--- config.mk ---
export PLATFORM = sky130hd
export DESIGN_NAME = fifo_free_list_buffer_manager_flat
export DESIGN_NICKNAME = d
export VERILOG_FILES = /design/src/sv/fflbm_pkg.sv /design/src/sv/fflbm_cmd_if.sv /design/src/sv/fflbm_rsp_if.sv /design/src/sv/fflbm_cfg_if.sv /design/src/sv/fflbm_ram.sv /design/src/sv/fflbm_ctrl.sv /design/src/sv/fflbm_dp.sv /design/src/sv/fifo_free_list_buffer_manager.sv /design/src/flat_wrapper.sv
export SDC_FILE = /design/constraint.sdc
export NUM_CORES = 1
export LEC_CHECK = 0
export BUFFER_PORTS_ARGS = -buffer_cell sky130_fd_sc_hd__buf_2
export CORE_AREA = 3 3 276 278
export CTS_CLUSTER_SIZE = 40
export DETAILED_ROUTE_END_ITERATION = 10
export DIE_AREA = 0 0 279 281
export GPL_TIMING_DRIVEN = 0
export HOLD_SLACK_MARGIN = 0.08
export SLEW_MARGIN = 10
export SYNTH_ARGS = -nofsm -noshare
export SYNTH_HDL_FRONTEND = slang
export SYNTH_SLANG_ARGS = --single-unit
--- constraint.sdc ---
create_clock -name clk -period 9.6 [get_ports clk]
set_input_delay 1.44 -clock clk [delete_from_list [all_inputs] [get_ports clk]]
set_output_delay 1.44 -clock clk [all_outputs]
set_load 0.005 [all_outputs]
--- src/sv/fflbm_pkg.sv ---
// Package for the free-list buffer manager: sizes, command and status codes,
// controller state and the command struct between controller and datapath.
// No dependencies; every other file of the block but fflbm_ram imports it.
`default_nettype none

package fflbm_pkg;

	localparam int MAX_BUFFERS = 64;
	localparam int IDX_W       = 6;
	localparam int CNT_W       = IDX_W + 1;

	typedef logic [IDX_W-1:0] idx_t;
	typedef logic [CNT_W-1:0] cnt_t;

	typedef enum logic [1:0] {
		CMD_ACQUIRE = 2'd0,
		CMD_RELEASE = 2'd1,
		CMD_CLEAR   = 2'd2
	} cmd_e;

	typedef enum logic [1:0] {
		ST_OK         = 2'd0,
		ST_EMPTY      = 2'd1,
		ST_NOT_IN_USE = 2'd2
	} status_e;

	typedef enum logic {
		S_IDLE,
		S_FETCH
	} state_t;

	// Commands from controller to datapath
	typedef struct packed {
		logic load;    // latch the item and read the list head
		logic exec;    // apply the item and load the result register
		logic cfg_wr;  // write pool_count and re-initialise the pool
	} ctl_cmd_t;

endpackage

`default_nettype wire

--- src/sv/fflbm_cmd_if.sv ---
// Item channel into the buffer manager: command and buffer index.
// Depends on fflbm_pkg.
`default_nettype none

interface fflbm_cmd_if;
	import fflbm_pkg::*;

	logic       valid;
	logic       ready;
	logic [1:0] command;
	idx_t       buffer_index;

	modport source (output valid, command, buffer_index, input ready);
	modport sink   (input valid, command, buffer_index, output ready);
endinterface

`default_nettype wire

--- src/sv/fflbm_rsp_if.sv ---
// Result channel out of the buffer manager: status, grant and counts.
// Depends on fflbm_pkg.
`default_nettype none

interface fflbm_rsp_if;
	import fflbm_pkg::*;

	logic       valid;
	logic       ready;
	logic [1:0] status;
	idx_t       granted_index;
	cnt_t       available_count;
	cnt_t       used_count;

	modport source (output valid, status, granted_index, available_count, used_count,
		input ready);
	modport sink   (input valid, status, granted_index, available_count, used_count,
		output ready);
endinterface

`default_nettype wire

--- src/sv/fflbm_cfg_if.sv ---
// Configuration write channel: carries the pool_count write data.
// Depends on fflbm_pkg.
`default_nettype none

interface fflbm_cfg_if;
	import fflbm_pkg::*;

	logic valid;
	logic ready;
	cnt_t data;

	modport source (output valid, data, input ready);
	modport sink   (input valid, data, output ready);
endinterface

`default_nettype wire

--- src/sv/fflbm_ram.sv ---
// Generic single-write, single-read RAM with registered read data.
// No dependencies.
`default_nettype none

module fflbm_ram #(
	parameter int WIDTH = 8,
	parameter int DEPTH = 64
) (
	input  wire logic                     clk,
	input  wire logic                     we,
	input  wire logic [$clog2(DEPTH)-1:0] waddr,
	input  wire logic [WIDTH-1:0]         wdata,
	input  wire logic                     re,
	input  wire logic [$clog2(DEPTH)-1:0] raddr,
	output      logic [WIDTH-1:0]         rdata
);
	logic [WIDTH-1:0] mem_q [DEPTH];

	always_ff @(posedge clk) begin
		if (we) begin
			mem_q[waddr] <= wdata;
		end
		if (re) begin
			rdata <= mem_q[raddr];
		end
	end
endmodule

`default_nettype wire

--- src/sv/fflbm_ctrl.sv ---
// Controller of the buffer manager: two-state sequencer and result valid flag.
// Depends on fflbm_pkg.
`default_nettype none

module fflbm_ctrl (
	input  wire logic               clk,
	input  wire logic               arst_n,
	input  wire logic               in_valid,
	output      logic               in_ready,
	output      logic               out_valid,
	input  wire logic               out_ready,
	input  wire logic               cfg_valid,
	output      logic               cfg_ready,
	output      fflbm_pkg::ctl_cmd_t cmd
);
	import fflbm_pkg::*;

	state_t state_q, state_d;
	logic   out_valid_q;
	logic   slot_free;

	assign slot_free = !out_valid_q || out_ready;

	always_ff @(posedge clk or negedge arst_n) begin
		if (!arst_n) begin
			state_q <= S_IDLE;
		end else begin
			state_q <= state_d;
		end
	end

	always_comb begin
		state_d    = state_q;
		in_ready   = 1'b0;
		cfg_ready  = 1'b0;
		cmd        = '0;
		unique case (state_q)
			S_IDLE: begin
				cfg_ready  = 1'b1;
				// configuration writes take precedence over items
				in_ready   = !cfg_valid;
				cmd.cfg_wr = cfg_valid;
				cmd.load   = in_valid && in_ready;
				if (cmd.load) begin
					state_d = S_FETCH;
				end
			end
			S_FETCH: begin
				// hold the fetched item until the result register is free
				if (slot_free) begin
					cmd.exec = 1'b1;
					state_d  = S_IDLE;
				end
			end
			default: begin
				state_d = S_IDLE;
			end
		endcase
	end

	always_ff @(posedge clk or negedge arst_n) begin
		if (!arst_n) begin
			out_valid_q <= 1'b0;
		end else if (cmd.exec) begin
			out_valid_q <= 1'b1;
		end else if (out_ready) begin
			out_valid_q <= 1'b0;
		end
	end

	assign out_valid = out_valid_q;

	// the result slot must be free whenever an item is applied
	a_slot_free: assert property (@(posedge clk) disable iff (!arst_n)
		cmd.exec |-> !out_valid_q || out_ready)
		else $error("result register busy at execute");

	a_fetch_from_load: assert property (@(posedge clk) disable iff (!arst_n)
		state_q == S_FETCH |-> $past(cmd.load) || $past(state_q == S_FETCH))
		else $error("execute without an accepted item");

	a_no_cfg_busy: assert property (@(posedge clk) disable iff (!arst_n)
		cmd.cfg_wr |-> !cmd.load && state_q == S_IDLE)
		else $error("config write overlaps item");
endmodule

`default_nettype wire

--- src/sv/fflbm_dp.sv ---
// Datapath of the buffer manager: free-list RAM, head/tail/count registers,
// in-use marks and the result register. Depends on fflbm_pkg and fflbm_ram.
`default_nettype none

module fflbm_dp (
	input  wire logic                clk,
	input  wire logic                arst_n,
	input  wire fflbm_pkg::ctl_cmd_t cmd,
	input  wire logic [1:0]          in_command,
	input  wire fflbm_pkg::idx_t     in_buffer_index,
	input  wire fflbm_pkg::cnt_t     cfg_data,
	output      logic [1:0]          out_status,
	output      fflbm_pkg::idx_t     out_granted_index,
	output      fflbm_pkg::cnt_t     out_available_count,
	output      fflbm_pkg::cnt_t     out_used_count
);
	import fflbm_pkg::*;

	localparam cnt_t MAX_CNT = CNT_W'(MAX_BUFFERS);
	localparam idx_t LAST_IDX = IDX_W'(MAX_BUFFERS - 1);

	cnt_t pool_count_q;
	idx_t head_q, tail_q;
	cnt_t free_count_q, used_q;
	logic [MAX_BUFFERS-1:0] in_use_q;
	logic [MAX_BUFFERS-1:0] valid_q;
	logic [1:0] command_q;
	idx_t idx_q;

	idx_t ram_rdata;
	idx_t head_entry;

	status_e st_d;
	idx_t    granted_d;
	idx_t    head_d, tail_d;
	cnt_t    free_d, used_d;
	logic    mark_set, mark_clr, ram_we, do_init;
	cnt_t    init_count;
	cnt_t    cfg_sat;

	fflbm_ram #(.WIDTH(IDX_W), .DEPTH(MAX_BUFFERS)) u_list (
		.clk   (clk),
		.we    (ram_we),
		.waddr (tail_q),
		.wdata (idx_q),
		.re    (cmd.load),
		.raddr (head_q),
		.rdata (ram_rdata)
	);

	// an entry not written since the last refill holds its own index
	assign head_entry = valid_q[head_q] ? ram_rdata : head_q;
	assign cfg_sat    = (cfg_data > MAX_CNT) ? MAX_CNT : cfg_data;

	always_comb begin
		st_d      = ST_OK;
		granted_d = '0;
		head_d    = head_q;
		tail_d    = tail_q;
		free_d    = free_count_q;
		used_d    = used_q;
		mark_set  = 1'b0;
		mark_clr  = 1'b0;
		ram_we    = 1'b0;
		do_init   = 1'b0;
		if (cmd.exec) begin
			priority if (command_q == CMD_ACQUIRE) begin
				if (free_count_q == '0) begin
					st_d = ST_EMPTY;
				end else begin
					granted_d = head_entry;
					head_d    = (head_q == LAST_IDX) ? '0 : head_q + IDX_W'(1);
					free_d    = free_count_q - CNT_W'(1);
					if (!in_use_q[head_entry]) begin
						mark_set = 1'b1;
						used_d   = used_q + CNT_W'(1);
					end
				end
			end else if (command_q == CMD_RELEASE) begin
				if ({1'b0, idx_q} >= pool_count_q || !in_use_q[idx_q]) begin
					st_d = ST_NOT_IN_USE;
				end else begin
					mark_clr = 1'b1;
					ram_we   = 1'b1;
					used_d   = used_q - CNT_W'(1);
					tail_d   = (tail_q == LAST_IDX) ? '0 : tail_q + IDX_W'(1);
					free_d   = free_count_q + CNT_W'(1);
				end
			end else if (command_q == CMD_CLEAR) begin
				do_init = 1'b1;
			end else begin
				st_d = ST_OK;
			end
		end
		init_count = cmd.cfg_wr ? cfg_sat : pool_count_q;
		if (cmd.cfg_wr || do_init) begin
			head_d = '0;
			tail_d = (init_count == MAX_CNT) ? '0 : init_count[IDX_W-1:0];
			free_d = init_count;
			used_d = '0;
		end
	end

	always_ff @(posedge clk or negedge arst_n) begin
		if (!arst_n) begin
			pool_count_q <= MAX_CNT;
			head_q       <= '0;
			tail_q       <= '0;
			free_count_q <= MAX_CNT;
			used_q       <= '0;
			in_use_q     <= '0;
			valid_q      <= '0;
		end else begin
			head_q       <= head_d;
			tail_q       <= tail_d;
			free_count_q <= free_d;
			used_q       <= used_d;
			if (cmd.cfg_wr) begin
				pool_count_q <= cfg_sat;
			end
			if (cmd.cfg_wr || do_init) begin
				in_use_q <= '0;
				valid_q  <= '0;
			end else begin
				if (mark_set) begin
					in_use_q[head_entry] <= 1'b1;
				end
				if (mark_clr) begin
					in_use_q[idx_q] <= 1'b0;
				end
				if (ram_we) begin
					valid_q[tail_q] <= 1'b1;
				end
			end
		end
	end

	// item and result payload
	always_ff @(posedge clk) begin
		if (cmd.load) begin
			command_q <= in_command;
			idx_q     <= in_buffer_index;
		end
		if (cmd.exec) begin
			out_status          <= st_d;
			out_granted_index   <= granted_d;
			out_available_count <= free_d;
			out_used_count      <= used_d;
		end
	end

	a_conserve: assert property (@(posedge clk) disable iff (!arst_n)
		free_count_q + used_q == pool_count_q)
		else $error("free plus used differs from pool count");

	a_used_marks: assert property (@(posedge clk) disable iff (!arst_n)
		$countones(in_use_q) == int'(used_q))
		else $error("used count disagrees with in-use marks");

	a_grant_free: assert property (@(posedge clk) disable iff (!arst_n)
		cmd.exec && command_q == CMD_ACQUIRE && free_count_q != '0 |-> mark_set)
		else $error("granted buffer was already in use");
endmodule

`default_nettype wire

--- src/sv/fifo_free_list_buffer_manager.sv ---
// Free-list buffer manager. Items on cmd_in: command acquire, release or clear
// with a buffer index; one result per item on rsp_out with status, the
// granted index and the free and used counts after the item.
// cfg carries pool_count (saturated to the capacity of 64); a write refills
// the free list with 0 to pool_count-1 and frees every buffer, as clear does.
// Writes are taken in the idle state and win over an item offered together.
// An item is accepted in the idle state, where its list head is read (the
// free-list RAM has registered read), and applied in the fetch state, which
// also loads its result; no new item is taken before it is applied. The
// result waits in an output register; while it is not taken the next item
// is still accepted and its list head read, then held before its update
// until the register is free; items after it stall until then.
// Reset: the pool holds 64 buffers, all free and listed in order, nothing in
// use; no item is pending and rsp_out.valid is low.
// Depends on fflbm_pkg, the channel interfaces, fflbm_ctrl and fflbm_dp.
`default_nettype none

module fifo_free_list_buffer_manager (
	input wire logic  clk,
	input wire logic  arst_n,
	fflbm_cmd_if.sink cmd_in,
	fflbm_rsp_if.source rsp_out,
	fflbm_cfg_if.sink cfg
);
	import fflbm_pkg::*;

	ctl_cmd_t cmd;

	fflbm_ctrl u_ctrl (
		.clk       (clk),
		.arst_n    (arst_n),
		.in_valid  (cmd_in.valid),
		.in_ready  (cmd_in.ready),
		.out_valid (rsp_out.valid),
		.out_ready (rsp_out.ready),
		.cfg_valid (cfg.valid),
		.cfg_ready (cfg.ready),
		.cmd       (cmd)
	);

	fflbm_dp u_dp (
		.clk                 (clk),
		.arst_n              (arst_n),
		.cmd                 (cmd),
		.in_command          (cmd_in.command),
		.in_buffer_index     (cmd_in.buffer_index),
		.cfg_data            (cfg.data),
		.out_status          (rsp_out.status),
		.out_granted_index   (rsp_out.granted_index),
		.out_available_count (rsp_out.available_count),
		.out_used_count      (rsp_out.used_count)
	);
endmodule

`default_nettype wire
--- src/flat_wrapper.sv ---
// flat-port wrapper written by rule: the top's interface ports become plain ports
module fifo_free_list_buffer_manager_flat import fflbm_pkg::*;
  (clk, arst_n, cmd_in_valid, cmd_in_command, cmd_in_buffer_index, cmd_in_ready, rsp_out_valid, rsp_out_status, rsp_out_granted_index, rsp_out_available_count, rsp_out_used_count, rsp_out_ready, cfg_valid, cfg_data, cfg_ready);
  fflbm_cmd_if cmd_in_i ();
  fflbm_rsp_if rsp_out_i ();
  fflbm_cfg_if cfg_i ();
  input wire logic clk;
  input wire logic arst_n;
  input wire logic [$bits(cmd_in_i.valid)-1:0] cmd_in_valid;
  input wire logic [$bits(cmd_in_i.command)-1:0] cmd_in_command;
  input wire logic [$bits(cmd_in_i.buffer_index)-1:0] cmd_in_buffer_index;
  output wire logic [$bits(cmd_in_i.ready)-1:0] cmd_in_ready;
  output wire logic [$bits(rsp_out_i.valid)-1:0] rsp_out_valid;
  output wire logic [$bits(rsp_out_i.status)-1:0] rsp_out_status;
  output wire logic [$bits(rsp_out_i.granted_index)-1:0] rsp_out_granted_index;
  output wire logic [$bits(rsp_out_i.available_count)-1:0] rsp_out_available_count;
  output wire logic [$bits(rsp_out_i.used_count)-1:0] rsp_out_used_count;
  input wire logic [$bits(rsp_out_i.ready)-1:0] rsp_out_ready;
  input wire logic [$bits(cfg_i.valid)-1:0] cfg_valid;
  input wire logic [$bits(cfg_i.data)-1:0] cfg_data;
  output wire logic [$bits(cfg_i.ready)-1:0] cfg_ready;
  assign cmd_in_i.valid = cmd_in_valid;
  assign cmd_in_i.command = cmd_in_command;
  assign cmd_in_i.buffer_index = cmd_in_buffer_index;
  assign cmd_in_ready = cmd_in_i.ready;
  assign rsp_out_valid = rsp_out_i.valid;
  assign rsp_out_status = rsp_out_i.status;
  assign rsp_out_granted_index = rsp_out_i.granted_index;
  assign rsp_out_available_count = rsp_out_i.available_count;
  assign rsp_out_used_count = rsp_out_i.used_count;
  assign rsp_out_i.ready = rsp_out_ready;
  assign cfg_i.valid = cfg_valid;
  assign cfg_i.data = cfg_data;
  assign cfg_ready = cfg_i.ready;
  fifo_free_list_buffer_manager u_core (.clk(clk), .arst_n(arst_n), .cmd_in(cmd_in_i), .rsp_out(rsp_out_i), .cfg(cfg_i));
endmodule
==> flow_summary.ini <==
[critical_path]
arrival_ns = 6.99
worst_setup_path_end_kind = flip-flop
r2r_cells = 16
worstSetupPathType = reg -> reg
cp_data_required_time_ns = 9.87
reg2reg_slack_ns = 2.88
startpoint = u_core.u_dp.idx_q[0]$_DFFE_PP_
r2r-end = u_core.u_dp.u_list.mem_q[19][5]$_DFFE_PP_
r2r_start = u_core.u_dp.idx_q[0]$_DFFE_PP_
crit_path_end = u_core.u_dp.u_list.mem_q[19][5]$_DFFE_PP_
path_max_fanout = 21
critPathLaunchType = flip-flop

[sta]
relSlewSlack_pct = 24.3
worstMarginPinSlew_ns = 1.13
finalHoldViolCount = 0
setup_tns_ns = 0
rsz0062_at_grt = false
finalCritPeriodShare_pct = 70.0
setup_viol_count_final = 0
finClkSkew_ns = 0.0543
fmax_mhz = 149
min_period_ns = 6.72
final_max_slew_viol_count = 0

[synthesis]
synthesis.area_mm2 = 0.0258
synthFlopType = edfxtp_1
synth_top_cell_by_area = edfxtp_1
synthArstFlopShare_pct = 28.0
yosys-top-cells-area = edfxtp_1 49%, dfrtp_1 16%, mux4_2 12%
syn_inst = 1726
ys_warn_count = 0
synth_top_area_share_pct = 48.8
synth_nets = 1759
synth_edf_count = 420
ys_seq_area_share_pct = 64.6
synth.distinct_cells = 83
syn_avg_cell_area_um2 = 15.0
ys_seq_elements = 583

[finish]
fillers = 6771
finalInstanceArea_mm2 = 0.0297
final_cell_mix = 420 x edfxtp_1, 202 x nor2_1, 161 x dfrtp_1
layout_commonest_cell = edfxtp_1
fin_nets = 1881
area_growth_pct = 15.0
final_layout_size_suffix_gt1_share_pct = 20.9
n_antenna_cell = 0

[placed_design]
placed_cell_area_mm2 = 0.0276
dp_hpwl_um = 51900
gp_congestion = 1.01
io_buffers = 44

[power_and_ir_drop]
p_leak_uw = 0.0101
vdd_drop_max_mv = 0.157
power_density_mw_per_mm2 = 203

[global_routing]
grt_pass1_wl_um = 110000
grtUsageTotal_pct = 18.7
grt_antenna_before_repair = 0
grt_max_degree = 106
grt_pass1_vias = 16499
grt.overflow.total = 0

[clock_tree]
cts-resized-gates = 0
cts_root_buf = clkbuf_16
h-tree-depth = 2
path_clk_slew_ns = 0.06
cts_buffer_depth = 3
cts_sinks = 583
tritoncts = yes
clock_latency_ns = 0.65
hold_buffers = 0
cts_made_buffers = 60
cts_setup_buffers = 0

[floorplan]
die_area_mm2 = 0.0784
coreArea_mm2 = 0.0742
top_level_ports = 45
start_util_pct = 34.8
placement_rows = 100
fp.dieH_um = 281
die_w_um = 279

[drt]
ant_nets = 0
postRouteWirelength_um = 73200
drtPass1Iterations = 6
wl_per_cell_um = 25.5
vias_per_cell = 5.75
dr_total_vias = 16485
drtIter0Drc = 1769
route.detailed.drc = 0

[run_status]
status = finished clean

[worst_hold_path]
min_path_type = reg -> reg

[flow_run]
max-cap-violations = 0
stage by stage:
| step | worst slack, ns | instances | util, % | power, µW | hold WS, ns |
|---|---|---|---|---|---|
| finish | 2.88 | 2867 | 40.0 | 6020 | 0.486 |
| global route | 2.50 | 2867 | 40.0 | 6220 | 0.501 |
| CTS | 2.93 | 2867 | 40.0 | 6060 | 0.484 |
| detailed placement | 2.95 | 2755 | 37.2 | 3590 | 0.472 |
| global placement | 2.06 | 2739 | 36.7 | 3570 | 0.468 |
| floorplan | 4.84 | 1726 | - | 3300 | 0.456 |
how the worst min path moves through the flow:
| stage | from | slack (ns) | cells past startpoint | endpoint |
|---|---|---|---|---|
| after CTS | u_core.u_dp.valid_q[12]$_DFFE_PN0P_ | 0.48 | 1 | u_core.u_dp.valid_q[12]$_DFFE_PN0P_ |
| after global placement | u_core.u_dp.valid_q[14]$_DFFE_PN0P_ | 0.47 | 1 | u_core.u_dp.valid_q[14]$_DFFE_PN0P_ |
| after floorplan | u_core.u_dp.valid_q[12]$_DFFE_PN0P_ | 0.46 | 1 | u_core.u_dp.valid_q[12]$_DFFE_PN0P_ |
| after global routing | u_core.u_dp.valid_q[63]$_DFFE_PN0P_ | 0.50 | 1 | u_core.u_dp.valid_q[63]$_DFFE_PN0P_ |
| final | u_core.u_dp.valid_q[12]$_DFFE_PN0P_ | 0.49 | 1 | u_core.u_dp.valid_q[12]$_DFFE_PN0P_ |
| after detailed placement | u_core.u_dp.valid_q[12]$_DFFE_PN0P_ | 0.47 | 1 | u_core.u_dp.valid_q[12]$_DFFE_PN0P_ |
synth_stat cells, drive strengths merged, types with 9 or more instances:
library cell and number:
mux2i 51, o21a 36, mux2 20, nand3 31, o31ai 21, nor2b 10
nand2b 18, clkbuf 71, ha 13, a211oi 17, nand2 95, nor3 51
a31oi 11, buf 40, nor2 202, inv 22, nand4 26, edfxtp 420
dfrtp 161, mux4 134, and3 9, o221a 47, a22oi 24, a21oi 48
o21ai 47
power breakdown:
part	internal, µW	switching (µW)
clock network	1480	987
registers	2740	30.0
logic	281	507
state kept, by name, summed over array words and instances, names as in the netlist, 7 cells and up:
register and count:
u_core.u_dp.u_list.mem_q 384, u_core.u_dp.valid_q 64, u_core.u_dp.used_q 7, u_core.u_dp.out_used_count 7, u_core.u_dp.pool_count_q 7, u_core.u_dp.out_available_count 7
u_core.u_dp.in_use_q 64, u_core.u_dp.free_count_q 7
worst max-delay path, stage by stage, from the launching register on:
cell and delay (ns):
edfxtp_1 0.86, buf_8 0.27, clkbuf_1 0.59, clkbuf_1 0.52, clkbuf_1 0.48, nand2_1 0.09
a21oi_1 0.20, nor3_1 0.13, a31oi_1 0.24, o21a_1 0.32, o2111a_1 0.25, buf_2 0.23
nand2_1 0.21, clkbuf_1 0.36, nor2_1 0.44, nand3b_1 0.43, nor2_1 0.70
kinds of logic after synthesis:
group           Yosys count  synth area share (%)
compound gates          305                  9.08
xor+xnor                  6                 0.203
fa+ha+maj                13                 0.630
buf+inv                 133                  2.12
flops                   583                  64.6
mux                     205                  14.6
simple gates            481                  8.76
per-layer routing:
layer	global-route usage, %	routed length, µm	vias up
li1	-	-	7041
met1	25.1	30400	8604
met2	30.5	34900	681
met3	3.48	5070	159
met4	7.08	2770	0
met5	0	0	-
cell type report:
type | instances | area [µm²] | area share (%)
plain buffers | 111 | 465 | 1.57
clock buffers | 74 | 1610 | 5.40
clock inverters | 38 | 499 | 1.68
inverters | 22 | 82.6 | 0.278
multi-input cells | 1010 | 8600 | 28.9
flip-flops and latches | 583 | 16700 | 56.2
well taps | 969 | 1210 | 4.08
repair buffers | 60 | 546 | 1.84
No activity file was read; power rests on OpenSTA's default activity.
